==> config.mk <==
export PLATFORM = sky130hd
export DESIGN_NAME = bit_plane_greyscale_lamp_modulator_unit_flat
export DESIGN_NICKNAME = d
export VERILOG_FILES = /design/src/rtl/bpglm_pkg.sv /design/src/rtl/bpglm_cmd_if.sv /design/src/rtl/bpglm_res_if.sv /design/src/rtl/bpglm_lamp_store.sv /design/src/rtl/bpglm_tick_ctr.sv /design/src/rtl/bit_plane_greyscale_lamp_modulator_unit.sv /design/src/flat_wrapper.sv
export SDC_FILE = /design/constraint.sdc
export NUM_CORES = 1
export LEC_CHECK = 0
export BUFFER_PORTS_ARGS = -buffer_cell sky130_fd_sc_hd__buf_2
export CAP_MARGIN = 15
export CORE_MARGIN = 2
export CORE_UTILIZATION = 45
export DETAILED_ROUTE_END_ITERATION = 10
export GPL_ROUTABILITY_DRIVEN = 0
export PLACE_DENSITY_LB_ADDON = 0.1
export SKIP_LAST_GASP = 1
export SLEW_MARGIN = 20
export SYNTH_ARGS = -nofsm -noshare
export SYNTH_HDL_FRONTEND = slang
export SYNTH_HIERARCHICAL = 1
export SYNTH_SLANG_ARGS = --single-unit
export TNS_END_PERCENT = 100
==> constraint.sdc <==
create_clock -name clk -period 8.3 [get_ports clk]
set_input_delay 1.66 -clock clk [delete_from_list [all_inputs] [get_ports clk]]
set_output_delay 1.66 -clock clk [all_outputs]
set_load 0.02 [all_outputs]
==> src/rtl/bpglm_pkg.sv <==
package bpglm_pkg;

	localparam int COLS_DEF     = 8;
	localparam int ROWS_DEF     = 8;
	localparam int PLANE_STRIDE = 8;
	localparam int LEVEL_W      = 8;
	localparam int PLANE_W      = 3;
	localparam int LAMP_W       = 64;
	localparam int POS_W        = 3;
	localparam int OP_W         = 2;
	localparam int TICK_W       = 8;

	localparam logic [OP_W-1:0] OP_WRITE   = 2'd0;
	localparam logic [OP_W-1:0] OP_TICK    = 2'd1;
	localparam logic [OP_W-1:0] OP_RESTART = 2'd2;

	localparam logic [TICK_W-1:0] TICK_LAST = 8'hFF;

	typedef logic [OP_W-1:0]    op_t;
	typedef logic [POS_W-1:0]   pos_t;
	typedef logic [LEVEL_W-1:0] level_t;
	typedef logic [PLANE_W-1:0] plane_t;
	typedef logic [LAMP_W-1:0]  lamp_bits_t;
	typedef logic [TICK_W-1:0]  tick_t;

	typedef struct packed {
		logic   we;
		pos_t   col;
		pos_t   row;
		level_t level;
	} lamp_wr_t;

	typedef struct packed {
		plane_t plane;
		logic   wrap;
	} tick_info_t;

	// Bit plane shown at tick t: floor(log2(t+1)), and plane 0 on the last tick.
	function automatic plane_t plane_of(input tick_t t);
		tick_t  n;
		plane_t p;
		n = t + tick_t'(1);
		p = '0;
		if (t != TICK_LAST) begin
			for (int i = 0; i < TICK_W; i++) begin
				if (n[i]) begin
					p = plane_t'(i);
				end
			end
		end
		return p;
	endfunction

endpackage

==> src/rtl/bpglm_cmd_if.sv <==
interface bpglm_cmd_if import bpglm_pkg::*; ();
	logic   valid;
	logic   ready;
	op_t    op;
	pos_t   col;
	pos_t   row;
	level_t level;

	modport source (output valid, output op, output col, output row, output level, input ready);
	modport sink (input valid, input op, input col, input row, input level, output ready);
endinterface

==> src/rtl/bpglm_res_if.sv <==
interface bpglm_res_if import bpglm_pkg::*; ();
	logic       valid;
	logic       ready;
	lamp_bits_t lamp_bits;
	plane_t     plane;
	logic       frame_start;

	modport source (output valid, output lamp_bits, output plane, output frame_start,
		input ready);
	modport sink (input valid, input lamp_bits, input plane, input frame_start,
		output ready);
endinterface

==> src/rtl/bpglm_lamp_store.sv <==
module bpglm_lamp_store import bpglm_pkg::*; #(
	parameter int COLS = COLS_DEF,
	parameter int ROWS = ROWS_DEF
) (
	input  logic       clk,
	input  logic       arst_n,
	input  lamp_wr_t   wr,
	input  plane_t     plane,
	output lamp_bits_t bits
);

	logic [COLS*ROWS-1:0] hit;

	// One level register per lamp, written at a fixed cell by address match.
	for (genvar c = 0; c < COLS; c++) begin : g_col
		for (genvar r = 0; r < ROWS; r++) begin : g_row
			level_t lvl_q;

			assign hit[c*ROWS+r] = wr.we && (wr.col == pos_t'(c)) && (wr.row == pos_t'(r));

			always_ff @(posedge clk or negedge arst_n) begin
				if (!arst_n) begin
					lvl_q <= '0;
				end else if (hit[c*ROWS+r]) begin
					lvl_q <= wr.level;
				end
			end

			// Pick the bit of the shown plane for this lamp.
			assign bits[c*PLANE_STRIDE+r] = lvl_q[plane];
		end
	end

	// Lamps outside the matrix stay dark.
	for (genvar i = 0; i < LAMP_W; i++) begin : g_pad
		if ((i % PLANE_STRIDE) >= ROWS || (i / PLANE_STRIDE) >= COLS) begin : g_off
			assign bits[i] = 1'b0;
		end
	end

endmodule

==> src/rtl/bpglm_tick_ctr.sv <==
module bpglm_tick_ctr import bpglm_pkg::*; (
	input  logic       clk,
	input  logic       arst_n,
	input  logic       tick_en,
	input  logic       restart_en,
	input  logic       is_tick,
	output tick_info_t info
);

	tick_t tick_q;
	tick_t next_c;

	// Next count for the word in stage 1: advance on a tick, zero on restart.
	assign next_c     = is_tick ? tick_q + tick_t'(1) : '0;
	assign info.plane = plane_of(next_c);
	assign info.wrap  = is_tick && (next_c == '0);

	always_ff @(posedge clk or negedge arst_n) begin
		if (!arst_n) begin
			tick_q <= '0;
		end else if (tick_en || restart_en) begin
			tick_q <= next_c;
		end
	end

endmodule

==> src/rtl/bit_plane_greyscale_lamp_modulator_unit.sv <==
// Binary code modulation driver for an 8x8 lamp matrix, 8-bit greyscale.
// Throughput: one command word per cycle, sustained, while results are taken.
// A tick or restart word passes the input register, then the result register, before it
// shows on res; a lamp write lands in the store when its word retires from stage 1.
// Reset (arst_n low, asynchronous): all lamp levels, the tick counter and
// both valid flags clear at once; no clearing pass is needed.
module bit_plane_greyscale_lamp_modulator_unit import bpglm_pkg::*; #(
	parameter int COLS = COLS_DEF,
	parameter int ROWS = ROWS_DEF
) (
	input logic          clk,
	input logic          arst_n,
	bpglm_cmd_if.sink    cmd,
	bpglm_res_if.source  res
);

	// Stage 1: registered command word.
	logic   valid_s1;
	op_t    op_s1;
	pos_t   col_s1;
	pos_t   row_s1;
	level_t level_s1;

	// Result register.
	logic       out_valid_q;
	lamp_bits_t lamp_bits_q;
	plane_t     plane_q;
	logic       frame_start_q;

	logic       has_res;
	logic       out_free;
	logic       adv;
	lamp_wr_t   wr;
	tick_info_t info;
	lamp_bits_t bits;

	// Tick and restart words make a result; writes and the unused code do not.
	assign has_res  = (op_s1 == OP_TICK) || (op_s1 == OP_RESTART);
	// The result register is free when empty or being drained this cycle.
	assign out_free = !out_valid_q || res.ready;
	// Stage 1 retires its word unless a result must wait for the register.
	assign adv      = valid_s1 && (!has_res || out_free);
	assign cmd.ready = !valid_s1 || adv;

	always_ff @(posedge clk or negedge arst_n) begin
		if (!arst_n) begin
			valid_s1 <= 1'b0;
		end else if (cmd.ready) begin
			valid_s1 <= cmd.valid;
		end
	end

	// Payload of stage 1: load on accept, hold otherwise.
	always_ff @(posedge clk) begin
		if (cmd.valid && cmd.ready) begin
			op_s1    <= cmd.op;
			col_s1   <= cmd.col;
			row_s1   <= cmd.row;
			level_s1 <= cmd.level;
		end
	end

	// Writes land in the store as they retire, so a tick right behind sees them.
	assign wr.we    = adv && (op_s1 == OP_WRITE);
	assign wr.col   = col_s1;
	assign wr.row   = row_s1;
	assign wr.level = level_s1;

	bpglm_tick_ctr u_tick (
		.clk        (clk),
		.arst_n     (arst_n),
		.tick_en    (adv && (op_s1 == OP_TICK)),
		.restart_en (adv && (op_s1 == OP_RESTART)),
		.is_tick    (op_s1 == OP_TICK),
		.info       (info)
	);

	bpglm_lamp_store #(
		.COLS (COLS),
		.ROWS (ROWS)
	) u_store (
		.clk    (clk),
		.arst_n (arst_n),
		.wr     (wr),
		.plane  (info.plane),
		.bits   (bits)
	);

	// Result register: load a new word on retire, drop it once taken.
	always_ff @(posedge clk or negedge arst_n) begin
		if (!arst_n) begin
			out_valid_q <= 1'b0;
		end else if (adv && has_res) begin
			out_valid_q <= 1'b1;
		end else if (res.ready) begin
			out_valid_q <= 1'b0;
		end
	end

	always_ff @(posedge clk) begin
		if (adv && has_res) begin
			lamp_bits_q   <= bits;
			plane_q       <= info.plane;
			frame_start_q <= info.wrap;
		end
	end

	assign res.valid       = out_valid_q;
	assign res.lamp_bits   = lamp_bits_q;
	assign res.plane       = plane_q;
	assign res.frame_start = frame_start_q;

endmodule

==> src/flat_wrapper.sv <==
// flat-port wrapper written by rule: the top's interface ports become plain ports
module bit_plane_greyscale_lamp_modulator_unit_flat import bpglm_pkg::*;
#(
	parameter int COLS = COLS_DEF,
	parameter int ROWS = ROWS_DEF
)
  (clk, arst_n, cmd_valid, cmd_op, cmd_col, cmd_row, cmd_level, cmd_ready, res_valid, res_lamp_bits, res_plane, res_frame_start, res_ready);
  bpglm_cmd_if cmd_i ();
  bpglm_res_if res_i ();
  input logic clk;
  input logic arst_n;
  input wire logic [$bits(cmd_i.valid)-1:0] cmd_valid;
  input wire logic [$bits(cmd_i.op)-1:0] cmd_op;
  input wire logic [$bits(cmd_i.col)-1:0] cmd_col;
  input wire logic [$bits(cmd_i.row)-1:0] cmd_row;
  input wire logic [$bits(cmd_i.level)-1:0] cmd_level;
  output wire logic [$bits(cmd_i.ready)-1:0] cmd_ready;
  output wire logic [$bits(res_i.valid)-1:0] res_valid;
  output wire logic [$bits(res_i.lamp_bits)-1:0] res_lamp_bits;
  output wire logic [$bits(res_i.plane)-1:0] res_plane;
  output wire logic [$bits(res_i.frame_start)-1:0] res_frame_start;
  input wire logic [$bits(res_i.ready)-1:0] res_ready;
  assign cmd_i.valid = cmd_valid;
  assign cmd_i.op = cmd_op;
  assign cmd_i.col = cmd_col;
  assign cmd_i.row = cmd_row;
  assign cmd_i.level = cmd_level;
  assign cmd_ready = cmd_i.ready;
  assign res_valid = res_i.valid;
  assign res_lamp_bits = res_i.lamp_bits;
  assign res_plane = res_i.plane;
  assign res_frame_start = res_i.frame_start;
  assign res_i.ready = res_ready;
  bit_plane_greyscale_lamp_modulator_unit #(.COLS(COLS), .ROWS(ROWS)) u_core (.clk(clk), .arst_n(arst_n), .cmd(cmd_i), .res(res_i));
endmodule
==> results.toml, run 1 <==
[clock_tree]
cts_buffer_depth = 3
insertion_delay_ps = 600
cts-htree-levels = 3
hold_buffers = 0
cts_sinks = 606
post_cts_buffers = 0
cts_tree = "done"
cts_root_buf = "clkbuf_16"
cts_made_buffers = 68
clk_pin_slew_ps = 60
cts.repair.resized = 0

[min_path]
hold_depth = 1
whs_endpoint = "u_core/u_store/g_col[7].g_row[3].lvl_q[5]"
min_from = "u_core/u_store/g_col[7].g_row[3].lvl_q[5]"
hold_path.class = "reg -> reg"

[drt]
wirelength_um = 62900
num_vias = 14300
avgViaCountPerCell = 5.70
drtIter0Drc = 898
drt_first_pass_iters = 5
drc = 0
ant_nets = 0
wl_per_cell_um = 25.0

[sta]
max_freq_ghz = 0.209
setup_viol = 0
rsz0062_at_grt = "no"
tightest_slew_ps = 1150
finClkSkew_ps = 19.7
slew_viol_final = 0
hold_viol_final = 0
fin_setup_tns_ps = 0
fin_crit_sh_pct = 57.7
slew_headroom_pct = 23.2
post-route-min-period_ps = 4790

[worst_setup_path]
required_ps = 8640
r2r.worst_path.cells = 13
r2r_end = "u_core/res.lamp_bits[55]"
crit_start = "u_core/op_s1[1]"
rrSetupSlack_ps = 3510
cp-end-kind = "flop"
worstPathMaxFanout = 58
arrival_ps = 5130
rr_startpoint = "u_core/op_s1[1]"
cp-start-kind = "flop"
crit_type = "reg -> reg"

[yosys]
ys.flop_type = "dfrtp_1"
yosys_warnings = 6
yosysMostFrequentCell = "mux2_2"
synth_cells = 1629
yosysTopAreaCellShare_pct = 48.4
avgSynthCellArea_sq_um = 16.6
yosysUniqueCellTypes = 59
netlist_area_sq_um = 27000
seq_area_frac_synth_pct = 57.7
ys_top_cells_by_count = "mux2_2, dfrtp_1, mux4_2"
synth.ff_latch_count = 606
yosysTopAreaCell = "dfrtp_1"
mappedNetlistNets = 1655
synth_area_leaders = "dfrtp_1, mux2_2, mux4_2, edfxtp_1, clkbuf_1"
async_flop_share_pct = 86.1
synth_edf_count = 84

[power_and_ir_drop]
clock_power_share_pct = 42.1
swShare_pct = 24.3
static-leakage-power_uw = 0.0139
vdd_drop_max_mv = 0.141
seqPwrFrac_pct = 48.0
p_comb_share_pct = 9.9
power_density_nw_per_um2 = 227
p_switching_uw = 1670
internal-power_uw = 5210

[run]
drv_cap = 0

[global_routing]
grt_max_degree = 160
grt_use_total_pct = 20.9
grt_pass1_vias = 15700
antenna_found_initial = 2
grt_pass1_wl_um = 98400
overflow = 0

[final_layout]
final_area_sq_um = 30300
fill_cells = 4946
antenna_cells = 0
drive_gt1_share_pct = 55.8
nets = 1717
synthToLayoutAreaGrowth_pct = 12.3
final_util_pct = 51.3

[placement]
dp_hpwl_um = 32600
portBuffers = 89
placed_cell_area_sq_um = 28200

[die]
dieArea_sq_um = 62000
start_util_pct = 45.7
die_x_um = 249
io_pins = 90
core-area_sq_um = 59100
fp-row-count = 89
chipHeight_um = 249

[run_status]
status = "completed"
[flip-flops by register name, indices dropped and copies added (netlist names), 2 cells and up]
| register | count |
|---|---|
| u_core/op_s1 | 2 |
| u_core/res.plane | 3 |
| u_core/col_s1 | 3 |
| u_core/level_s1 | 8 |
| u_core/u_tick/tick_q | 8 |
| u_core/res.lamp_bits | 64 |
| u_core/u_store/g_col.g_row.lvl_q | 512 |
| u_core/row_s1 | 3 |
[final cells by class]
class	instances	area, sq um	area share (%)
tap	773	967	3.19
inverter	8	30.0	0.0990
clock buffer	107	2010	6.63
timing repair buffer	113	664	2.19
clock inverter	16	128	0.421
multi-input combinational	894	10900	36.1
sequential	606	15600	51.4
[cells by family (layout without fill, tap and decap cells)]
group | Yosys count | after routing | share of synthesized area, %
XOR/XNOR | 8 | 8 | 0.343
flip-flops | 606 | 606 | 57.7
adder cells (fa/ha/maj) | 6 | 6 | 0.278
multiplexers | 708 | 708 | 35.0
AO/OA/AOI/OAI | 28 | 28 | 0.792
buffers and inverters | 129 | 244 | 2.00
AND/OR/NAND/NOR | 144 | 144 | 3.93
[per-layer routing]
| metal | track usage [%] | share of wire [%] |
|---|---|---|
| met1 | 29.9 | 47 |
| met2 | 33.4 | 47 |
| met3 | 2.95 | 3.4 |
| met4 | 5.70 | 1.7 |
| met5 | 0 | 0 |
[cell usage in the layout, fill, tap and decap left out, types with 5 or more instances in the layout]
master     netlist  layout
and3_1           5       5
buf_2           29      88
buf_4            3      21
clkbuf_1        77      25
clkbuf_16        0      70
clkbuf_8         0      12
clkinv_2         0       7
dfrtp_1        522     522
edfxtp_1        84      84
ha_1             6       6
inv_1            8       8
mux2_1          12      12
mux2_2         558     558
mux2_4           8       8
mux4_2         128     128
nand2_1         28      28
nand2_2          5       5
nor2_1           9       9
nor2_2          24      24
nor2_4          20      20
nor3_1           6       6
o21ai_0          8       8
[how the worst max path moves through the flow]
stage	end	slack (ps)	cells after the start
6_report	u_core/res.lamp_bits[55]	3510	13
5_1_grt	u_core/res.lamp_bits[55]	3210	13
4_1_cts	u_core/res.lamp_bits[55]	3470	13
3_5_place_dp	u_core/res.lamp_bits[56]	3490	13
3_3_place_gp	u_core/res.lamp_bits[56]	3490	13
2_1_floorplan	u_core/res.frame_start	2830	2
[worst max-delay path: stages, from the launching register on]
cell and delay [ps]:
edfxtp_1 390, inv_1 100, ha_1 460, nand2_1 190
inv_1 90, ha_1 250, nand3_1 190, nor2_1 170
mux2i_1 100, a21oi_1 190, o21a_4 810, buf_4 810
mux4_2 430, mux2_2 280
[power groups by stage]
stage | combinational [uW] | clock, uW | sequential, uW
after detailed placement | 697 | 0 | 3360
after global routing | 741 | 3110 | 3330
final | 680 | 2900 | 3300
after floorplan | 452 | 0 | 3350
after CTS | 700 | 2990 | 3300
after global placement | 689 | 0 | 3350
[through the flow]
stage               hold slack (ps)  std cells  total power [uW]  worst slack (ps)
floorplan                       452       1629              3800              2830
global placement                464       2394              4040              3490
detailed placement              472       2394              4050              3490
CTS                             486       2517              6990              3470
global route                    510       2517              7170              3210
finish                          485       2517              6880              3510
Power figures use the tool's default switching activity.
==> run 2: changes to the inputs <==
--- a/config.mk
+++ b/config.mk
@@ -5,6 +5,7 @@
 export SDC_FILE = /design/constraint.sdc
 export NUM_CORES = 1
 export LEC_CHECK = 0
+export ABC_AREA = 1
 export BUFFER_PORTS_ARGS = -buffer_cell sky130_fd_sc_hd__buf_2
 export CAP_MARGIN = 15
 export CORE_MARGIN = 2
==> constraint.sdc (replaced) <==
create_clock -name clk -period 4.4 [get_ports clk]
set_input_delay 0.88 -clock clk [delete_from_list [all_inputs] [get_ports clk]]
set_output_delay 0.88 -clock clk [all_outputs]
set_load 0.02 [all_outputs]
==> results.toml, run 2 <==
[run_status]
status = "completed"

[drt]
wirelength_um = 78900
wl_per_cell_um = 16.6
wl_met1_um = 36400
wl_met3_um = 4050
dr_wl_met2_um = 36100
drtIter0Drc = 2103
num_vias = 23200
drc = 0
drt_first_pass_iters = 5
top_layer_used = "met4"
avgViaCountPerCell = 4.88
ant_nets = 0

[worst_setup_path]
cp-end-kind = "flop"
critPathCapture = "u_core/res.lamp_bits[21]"
rrSetupSlack_ps = 720
arrival_ps = 4020
r2r.worst_path.cells = 19
r2r_end = "u_core/res.lamp_bits[21]"
crit_type = "reg -> reg"
rr_startpoint = "u_core/op_s1[1]"
required_ps = 4740
cp-start-kind = "flop"
worstPathMaxFanout = 59
crit_start = "u_core/op_s1[1]"

[power_and_ir_drop]
swShare_pct = 27.5
p_comb_share_pct = 14.1
p_switching_uw = 3860
seqPwrFrac_pct = 44.6
internal-power_uw = 10200
static-leakage-power_uw = 0.0163
power_density_nw_per_um2 = 432
finalPower_uw = 14000
vdd_drop_max_mv = 0.218
clock_power_share_pct = 41.3

[die]
fp-row-count = 92
dieArea_sq_um = 66000
start_util_pct = 45.6
io_pins = 90
core-area_sq_um = 63200
die_x_um = 257
chipHeight_um = 257

[sta]
fin_crit_sh_pct = 83.6
timing.hold.ws_ps = 322
hold_viol_final = 0
finClkSkew_ps = 20.6
setup_viol = 0
post-route-min-period_ps = 3680
rsz0062_at_grt = "no"
slew_viol_final = 0
tightest_slew_ps = 1050
fin_setup_tns_ps = 0
max_freq_ghz = 0.272
slew_headroom_pct = 30.2

[clock_tree]
hold_buffers = 0
cts_buffer_depth = 3
insertion_delay_ps = 600
cts_tree = "done"
post_cts_buffers = 0
cts_root_buf = "clkbuf_16"
cts_made_buffers = 70
cts.repair.resized = 0
cts-htree-levels = 3
cts_sinks = 606
clk_pin_slew_ps = 60

[yosys]
ys.flop_type = "dfrtp_1"
yosysTopAreaCell = "dfrtp_1"
synth_top_family_by_area = "simple AND/OR/NAND/NOR gates"
mappedNetlistNets = 3843
async_flop_share_pct = 86.1
synth_area_leaders = "dfrtp_1, nand2_1, edfxtp_1, o21ai_0, inv_1"
synth_cells = 3817
yosysTopAreaCellShare_pct = 45.4
synth_edf_count = 84
synth-xor-area-share_pct = 0.0304
synth.ff_latch_count = 606
avgSynthCellArea_sq_um = 7.54
synthMuxAreaShare_pct = 0
synth_adder_area_share_pct = 0.261
seq_area_frac_synth_pct = 54.1
synth_compound_area_share_pct = 7.45
synth-simple-area-share_pct = 27.5
ys_top_cells_by_count = "nand2_1, inv_1, dfrtp_1"
yosysUniqueCellTypes = 26
netlist_area_sq_um = 28800
yosys_warnings = 6
yosysMostFrequentCell = "nand2_1"

[min_path]
hold_path.class = "in -> async"

[final_layout]
stdcell_count = 4748
fill_cells = 6244
nets = 3874
drive_gt1_share_pct = 8.00
most-common-layout-cells = "nand2_1, inv_1, dfrtp_1"
max_flop_register = "u_core/u_store/g_col.g_row.lvl_q"
mostFrequentLayoutCell = "nand2_1"
largest_reg_flops = 512
antenna_cells = 0
synthToLayoutAreaGrowth_pct = 13.0

[global_routing]
grt_use_total_pct = 24.5
overflow = 0
antenna_found_initial = 0
grt_max_degree = 130
grt_pass1_vias = 21700
grt_pass1_wl_um = 126000

[placement]
dp_hpwl_um = 44200
dp_cells = 4622
portBuffers = 89

[run]
drv_cap = 0
==> run 2: how the worst min path moves through the flow <==
stage                                                          from                                        end  cells past startpoint
after global routing                                         arst_n                    u_core/u_tick/tick_q[2]                      1
after floorplan           u_core/u_store/g_col[1].g_row[0].lvl_q[0]  u_core/u_store/g_col[1].g_row[0].lvl_q[0]                      2
final                                                        arst_n                    u_core/u_tick/tick_q[2]                      1
after global placement    u_core/u_store/g_col[0].g_row[2].lvl_q[6]  u_core/u_store/g_col[0].g_row[2].lvl_q[6]                      2
after detailed placement  u_core/u_store/g_col[0].g_row[2].lvl_q[5]  u_core/u_store/g_col[0].g_row[2].lvl_q[5]                      2
after CTS                                                    arst_n  u_core/u_store/g_col[0].g_row[0].lvl_q[2]                      1
==> run 2: stage by stage <==
step	util [%]	area, sq um	setup WS [ps]
5_1_grt	51.5	32500	273
6_report	51.5	32500	720
3_3_place_gp	47.9	30200	735
2_1_floorplan	-	28800	1440
4_1_cts	51.5	32500	699
3_5_place_dp	47.9	30200	725
==> run 2: cell families (layout without fill, tap and decap cells) <==
logic type / Yosys count / count (layout)
flops: 606 / 606
fa+ha+maj: 6 / 6
simple gates: 1998 / 1998
buf+inv: 778 / 863
xor+xnor: 1 / 1
compound gates: 428 / 428
==> run 2: power by group through the flow <==
stage	registers [uW]	logic, uW	clock network [uW]
after floorplan	6400	1250	0
after global placement	6360	1980	0
after detailed placement	6360	2000	0
after global routing	6310	2280	6180
final	6270	1980	5800
after CTS	6270	2000	5940
==> run 2: routing by layer <==
layer | up-vias | track usage (%)
met5 | - | 0
met4 | 0 | 7.41
met3 | 135 | 3.96
met2 | 506 | 39.2
met1 | 10900 | 34.2
li1 | 11700 | -
==> run 2: cell type report <==
| class | instances | area [sq um] | area share, % |
|---|---|---|---|
| timing repair buffer | 167 | 1270 | 3.89 |
| sequential | 606 | 15600 | 47.9 |
| clock buffer | 106 | 2120 | 6.52 |
| tap | 846 | 1060 | 3.25 |
| clock inverter | 20 | 176 | 0.542 |
| inverter | 570 | 2160 | 6.62 |
| multi-input combinational | 2433 | 10200 | 31.3 |
==> run 2: worst max-delay path: stages (launching register included) <==
cell and delay [ps]:
edfxtp_1 380, inv_1 90, ha_1 430, nand2_1 180
inv_1 90, ha_1 140, inv_1 50, nor2_1 130
nand3_1 130, inv_1 80, nand2_1 70, nor2_1 420
nor2_4 130, inv_8 330, buf_12 330, nand2_1 90
nand3_1 80, nand2_1 60, nand2_1 50, nand2_1 70
